==> config.mk <==
export PLATFORM = sky130hd
export DESIGN_NAME = tccs_cursor
export DESIGN_NICKNAME = d
export VERILOG_FILES = /design/src/sv/tccs_pkg.sv /design/src/sv/tccs_cursor.sv
export SDC_FILE = /design/constraint.sdc
export NUM_CORES = 1
export LEC_CHECK = 0
export BUFFER_PORTS_ARGS = -buffer_cell sky130_fd_sc_hd__buf_2
export CAP_MARGIN = 20
export CORE_MARGIN = 1
export CORE_UTILIZATION = 54
export CTS_BUF_LIST = sky130_fd_sc_hd__clkbuf_8
export DETAILED_ROUTE_END_ITERATION = 10
export MAX_ROUTING_LAYER = met4
export PLACE_DENSITY = 0.82
export SYNTH_ARGS = -nofsm -noshare
export SYNTH_HDL_FRONTEND = slang
export SYNTH_SLANG_ARGS = --single-unit
export TNS_END_PERCENT = 5
==> constraint.sdc <==
create_clock -name clk -period 3.8 [get_ports clk]
set_input_delay 0.76 -clock clk [delete_from_list [all_inputs] [get_ports clk]]
set_output_delay 0.76 -clock clk [all_outputs]
set_load 0.03 [all_outputs]
==> src/sv/tccs_pkg.sv <==
package tccs_pkg;

  // default geometry
  localparam int COLUMNS_DEF = 80;
  localparam int ROWS_DEF    = 25;

  // field widths
  localparam int CMD_W  = 2;
  localparam int CHAR_W = 8;
  localparam int ADDR_W = 11;
  localparam int CELL_W = 16;
  localparam int ATTR_W = 8;
  localparam int CFG_IDX_W = 1;

  // commands
  localparam logic [CMD_W-1:0] CMD_PUT   = 2'd0;
  localparam logic [CMD_W-1:0] CMD_CLEAR = 2'd1;
  localparam logic [CMD_W-1:0] CMD_READ  = 2'd2;

  // character codes
  localparam logic [CHAR_W-1:0] CH_BS        = 8'h08;
  localparam logic [CHAR_W-1:0] CH_TAB       = 8'h09;
  localparam logic [CHAR_W-1:0] CH_LF        = 8'h0A;
  localparam logic [CHAR_W-1:0] CH_CR        = 8'h0D;
  localparam logic [CHAR_W-1:0] CH_SPACE     = 8'h20;
  localparam logic [CHAR_W-1:0] CH_PRINT_MAX = 8'h7F;
  localparam int TAB_STOP = 8;

  // register indexes and reset values
  localparam logic [CFG_IDX_W-1:0] CFG_CHAR_ATTR  = 1'd0;
  localparam logic [CFG_IDX_W-1:0] CFG_BLANK_ATTR = 1'd1;
  localparam logic [ATTR_W-1:0] CHAR_ATTR_RST  = 8'h02;
  localparam logic [ATTR_W-1:0] BLANK_ATTR_RST = 8'h0F;

  typedef struct packed {
    logic [CMD_W-1:0]  command;
    logic [CHAR_W-1:0] char_code;
    logic [ADDR_W-1:0] cell_address;
  } tccs_in_t;

  typedef struct packed {
    logic [ADDR_W-1:0] cursor_location;
    logic [CELL_W-1:0] cell_value;
  } tccs_out_t;

  // what a put of the presented code does
  typedef struct packed {
    logic print;
    logic scroll;
  } cur_status_t;

endpackage

==> src/sv/tccs_cursor.sv <==
module tccs_cursor #(
  parameter int COLUMNS = tccs_pkg::COLUMNS_DEF,
  parameter int ROWS    = tccs_pkg::ROWS_DEF,
  localparam int COL_W   = $clog2(COLUMNS),
  localparam int ROW_W   = $clog2(ROWS),
  localparam int CELL_AW = $clog2(COLUMNS * ROWS)
) (
  input  logic                        clk,
  input  logic                        rst_n,
  input  logic                        put_en,
  input  logic                        home,
  input  logic [tccs_pkg::CHAR_W-1:0] code,
  output tccs_pkg::cur_status_t       status,
  output logic [CELL_AW-1:0]          cur_idx
);

  logic [COL_W-1:0] col_r, col_nxt;
  logic [ROW_W-1:0] row_r, row_nxt;
  logic [COL_W:0]   col_ext, ncol;
  logic [ROW_W:0]   nrow;
  logic             print, scroll;

  always_comb begin
    col_ext = {1'b0, col_r};
    ncol    = col_ext;
    nrow    = {1'b0, row_r};
    print   = 1'b0;
    unique case (code)
      tccs_pkg::CH_BS: begin
        if (col_r != '0) ncol = col_ext - 1'b1;
      end
      tccs_pkg::CH_TAB: begin
        ncol = (col_ext + (COL_W+1)'(tccs_pkg::TAB_STOP))
               & ~((COL_W+1)'(tccs_pkg::TAB_STOP - 1));
      end
      tccs_pkg::CH_CR: begin
        ncol = '0;
      end
      tccs_pkg::CH_LF: begin
        ncol = '0;
        nrow = nrow + 1'b1;
      end
      default: begin
        if ((code >= tccs_pkg::CH_SPACE) && (code <= tccs_pkg::CH_PRINT_MAX)) begin
          print = 1'b1;
          ncol  = col_ext + 1'b1;
        end
      end
    endcase
    // wrap past the last column
    if (ncol >= (COL_W+1)'(COLUMNS)) begin
      ncol = '0;
      nrow = nrow + 1'b1;
    end
    scroll = (nrow >= (ROW_W+1)'(ROWS));
    if (scroll) nrow = (ROW_W+1)'(ROWS - 1);
  end

  assign status.print  = print;
  assign status.scroll = scroll;

  always_comb begin
    col_nxt = col_r;
    row_nxt = row_r;
    if (home) begin
      col_nxt = '0;
      row_nxt = '0;
    end else if (put_en) begin
      col_nxt = ncol[COL_W-1:0];
      row_nxt = nrow[ROW_W-1:0];
    end
  end

  always_ff @(posedge clk) begin
    if (!rst_n) begin
      col_r <= '0;
      row_r <= '0;
    end else begin
      col_r <= col_nxt;
      row_r <= row_nxt;
    end
  end

  assign cur_idx = CELL_AW'(row_r) * CELL_AW'(COLUMNS) + CELL_AW'(col_r);

endmodule

; Word-level counts from Yosys, hierarchy flattened
; Index checks and enable logic that the tools add are counted.
[classes]
bitwise_logic = 1
multipliers = 1
shift = 0
addsub = 6
n_div = 0
n_mux = 9
n_lt_le_gt_ge = 4
eq_ne = 4
reduce_logical = 5
[ops]
columns = op, n
row1 = == test 8 x 4 -> 1 bit (second input constant), 4
row2 = case mux 8 bit (3 select lines), 1
row3 = 2-to-1 mux 8 bit, 2
row4 = 2-to-1 mux 6 bit, 2
row5 = adder 11 x 7 -> 11 bit, 1
row6 = adder 7 x 1 -> 8 bit (second input constant), 1
row7 = adder 7 x 4 -> 8 bit (second input constant), 1
row8 = >= comparator 8 x 6 -> 1 bit (second input constant), 1
row9 = >= comparator 8 x 7 -> 1 bit (second input constant), 1
row10 = less-or-equal comparator 8 x 7 -> 1 bit (second input constant), 1
row11 = subtractor 7 x 1 -> 8 bit (second input constant), 1
row12 = multiplier 5 x 3 -> 7 bit (second input constant), 1
row13 = 2-to-1 mux 7 bit, 1
row14 = nonzero test 7 bit, 1
row15 = adder 5 x 1 -> 6 bit (second input constant), 1
row16 = adder 6 x 1 -> 6 bit (second input constant), 1
row17 = >= comparator 6 x 5 -> 1 bit (second input constant), 1
row18 = 2-to-1 mux 5 bit, 1
row19 = OR reduction 2 bit, 2
row20 = OR reduction 4 bit, 1
row21 = 2-to-1 mux 1 bit, 2
row22 = logical AND 1 bit, 1
row23 = NOT 1 bit, 1
[totals]
mem_count = 0
latchBits = 0
ramBits = 0
out_inout_bits = 13
romBits = 0
ff_bits = 12
in_bits = 12

; Logic depth before layout (Yosys ltp)
[depth]
depth_word = 8
mapped_depth = 12
mapped_depth_nobuf = 12

; Worst setup path before layout
; No wires, ideal clock.
[synth_path]
path_type = input -> output
startpoint = in code[7] (netlist name)
endpoint = out status[0] (netlist name)
arrival_time_ns = 3.277
n_path_buf = 1
stages = 11
path_slack_ns = -0.237
cell_sequence = nor4b_4 nor4b_2 o21ai_0 ha_1 xor2_1 or3_1 a21oi_1 mux2_4 or4_4 nand2_1 buf_4
[synth_via]
elab_chain_cells = 7
[synth_rtl]
columns = element, line_no
row1 = from (decl), tccs_cursor.sv:12  ; input logic [tccs_pkg::CHAR_W-1:0] code,
row2 = >= comparator 8 x 6 -> 1 bit / less-or-equal comparator 8 x 7 -> 1 bit (equally long branches), tccs_cursor.sv:44  ; if ((code >= tccs_pkg::CH_SPACE) && (code <= tccs_pkg::CH_PRINT_MAX)) begin
row3 = logical AND 1 bit, tccs_cursor.sv:44
row4 = 2-to-1 mux 8 bit, tccs_cursor.sv:44
row5 = case mux 8 bit (3 select lines), tccs_cursor.sv:28  ; unique case (code)
row6 = >= comparator 8 x 7 -> 1 bit, tccs_cursor.sv:51  ; if (ncol >= (COL_W+1)'(COLUMNS)) begin
row7 = 2-to-1 mux 6 bit *, tccs_cursor.sv:51
row8 = >= comparator 6 x 5 -> 1 bit *, tccs_cursor.sv:55  ; scroll = (nrow >= (ROW_W+1)'(ROWS));
row9 = to (decl), tccs_cursor.sv:13  ; output tccs_pkg::cur_status_t status,
; Every way passes the cells marked *; elsewhere a longest branch is shown, timed or not.

==> out/qor.yml <==
grt:
  grtUsageTotal: 0.305
  grt_pass1_vias: 1711
  antenna_found_initial: 0
  grt_max_degree: 17
  grt_remaining_overflow: 0
  grt_pass1_wl_mm: 7.80
sta:
  rsz0062_at_grt: "true"
  tns_ns: -0.275
  slew_headroom: 0.668
  worst_slack_ns: -0.275
  setup_viol: 1
  finalCriticalPeriod_ns: 4.07
  clock_skew_ns: 0.00164
  drv_slew: 0
  hold_viol: 0
  period_share: 1.07
  worst_pin_slew_ns: 0.497
  fmax_mhz: 245
outcome:
  status: "finished with violations"
  violations: "negative setup slack"
min_path:
  hp-class: "register to register"
  hold_end: "row_r[0]"
  hold_depth: 2
  min_from: "row_r[0]"
placement:
  place_inst: 316
  dpl-instance-area_um2: 2150
  numPortBuffers: 24
  gp_congestion: 0.971
  dp_hpwl_mm: 3.79
setup_path:
  worstSetupStartpointType: "primary input"
  cp.arrival_ns: 3.31
  required_ns: 3.04
  rrSetupSlack_ns: 0.48
  crit_type: "primary input to output port"
  crit_path_end_kind: "output port"
  r2r-start: "col_r[0]"
  r2r_cells: 13
  path_max_fanout: 4
  r2r-end: "row_r[2]"
synthesis:
  synth-seq-area-share: 0.140
  synth_cells: 221
  synth_edf_count: 0
  synth_cell_types: 68
  synth_area_um2: 1720
  yosysWarnings: 0
  synth-seq-cells: 12
  syn_avg_cell_area_um2: 7.79
  ys.flop_type: "dfxtp_1"
  ys_async_sr_fraction: 0
  postSynthNetCount: 250
routing:
  drt_iter0_drc: 106
  final_antenna_net_count: 0
  vias: 1923
  drc_errors: 0
  firstDrtPassIters: 5
  wire_per_inst_um: 15.0
  postRouteWirelength_mm: 4.90
  vias_per_cell: 5.90
cells_and_area:
  layoutNonFillerInstCount: 326
  fin_util: 0.753
  nFillCells: 249
  antenna_cells: 0
  stdcell_area_um2: 2280
  final_nets: 312
  drive_gt1_frac: 0.351
  syn2layout_area_growth_pct: 32.5
floorplan:
  core-area_um2: 3030
  dieArea_um2: 3420
  initial_core_util: 0.569
  rows: 20
  io-pin-count: 25
  die_w_um: 58.5
  die_h_um: 58.5
clock_tree:
  clock-sinks: 12
  hold_buffers: 0
  cts_made_buffers: 3
  clk_pin_slew_worst_paths_ns: 0.05
  clk_latency_ns: 0.23
  clock_tree.buffer_depth: 2
  cts_root_buffer: "clkbuf_8"
  htree_levels: 1
  cts_tree: "done"
pwr:
  p_per_area_nw_per_um2: 148
  peakVddDrop_v: 0.000197
  finalPower_uw: 337
  p_leak_nw: 1.05
flow_run:
  cap_violations: 0
stage by stage:
stage                     worst slack, ns  hold slack (ns)
final                              -0.275            0.601
after global routing               -0.350            0.615
after CTS                          -0.280            0.596
after detailed placement           -0.394            0.588
after global placement             -0.297            0.583
after floorplan                    -0.171            0.509
synth_stat cells, types with 5 or more instances:
cell type  count  area share
xnor2_1        9       0.046
inv_1         11       0.024
buf_4          6       0.026
o21ai_0       10       0.029
a21oi_1       19       0.055
nand3_1        8       0.023
nor2_1        17       0.037
ha_1          15        0.11
nand2_1       19       0.041
nor3_1         5       0.015
dfxtp_1       12        0.14
clkbuf_1       5       0.011
area by class of cell:
cell class | instances | area [um^2] | area share
multi-input combinational | 183 | 1380 | 0.606
sequential | 12 | 240 | 0.105
inverter | 13 | 48.8 | 0.0214
timing repair buffer | 70 | 500 | 0.219
clock buffer | 4 | 55.1 | 0.0241
tap | 44 | 55.1 | 0.0241
where the power goes:
group / internal, mW / leakage (nW) / total [mW] / switching [mW]
Combinational: 0.0335 / 0.921 / 0.0770 / 0.0436
Sequential: 0.127 / 0.0969 / 0.128 / 0.000971
Clock: 0.0910 / 0.0288 / 0.131 / 0.0404
layout by cell type (no fill, tap or decap), types with 4 or more instances in the layout:
| master | synthesis | routed |
|---|---|---|
| dfxtp_1 | 12 | 12 |
| xnor2_1 | 9 | 9 |
| nor2_1 | 17 | 17 |
| nand3_1 | 8 | 8 |
| clkbuf_8 | 0 | 4 |
| ha_1 | 15 | 14 |
| a21oi_1 | 19 | 19 |
| buf_2 | 1 | 21 |
| inv_1 | 11 | 11 |
| o21ai_0 | 10 | 9 |
| o21ai_1 | 3 | 4 |
| nand2_1 | 19 | 18 |
| buf_4 | 6 | 45 |
| nor3_1 | 5 | 5 |
flip-flops by register name, indices dropped and copies added (netlist names):
name and cells:
col_r 7, row_r 5
worst max-delay path, cell delays in order:
cell     delay [ns]
buf_8          0.10
nor4b_4        0.28
buf_4          0.16
or4b_4         0.48
nor3_4         0.13
a41o_2         0.23
a31o_4         0.11
mux2_4         0.30
or4_4          0.55
nand2_2        0.09
buf_6          0.12
routing by layer:
| layer | vias up | share of wire | track usage |
|---|---|---|---|
| met5 | - | 0 | - |
| li1 | 946 | - | - |
| met1 | 882 | 0.46 | 0.414 |
| met2 | 89 | 0.47 | 0.509 |
| met4 | 0 | 0.0082 | 0.0680 |
| met3 | 6 | 0.065 | 0.00659 |
what timing repair did:
| action | 4_1_cts | 5_1_grt |
|---|---|---|
| gates resized for setup | 7 | 3 |
| endpoints found under the setup margin | 1 | 1 |
| setup buffers | 4 | 2 |
| pin swaps | 4 | 4 |
worst max-delay path by stage:
| stage | depth (start not counted) | slack, ns | endpoint | startpoint |
|---|---|---|---|---|
| 5_1_grt | 13 | -0.35 | status[0] | code[7] |
| 3_3_place_gp | 13 | -0.30 | status[0] | code[5] |
| 3_5_place_dp | 13 | -0.39 | status[0] | code[5] |
| 2_1_floorplan | 9 | -0.17 | status[0] | code[5] |
| 6_report | 11 | -0.27 | status[0] | code[7] |
| 4_1_cts | 11 | -0.28 | status[0] | code[7] |
logic make-up (layout without fill, tap and decap cells):
group / after synthesis / in the layout / synth area share
flip-flops: 12 / 12 / 0.140
buffers and inverters: 26 / 87 / 0.0705
AND/OR/NAND/NOR: 82 / 82 / 0.295
multiplexers: 4 / 4 / 0.0269
XOR/XNOR: 12 / 12 / 0.0611
AO/OA/AOI/OAI: 68 / 68 / 0.275
adder cells (fa/ha/maj): 17 / 17 / 0.132
Power figures use the tool's default switching activity.
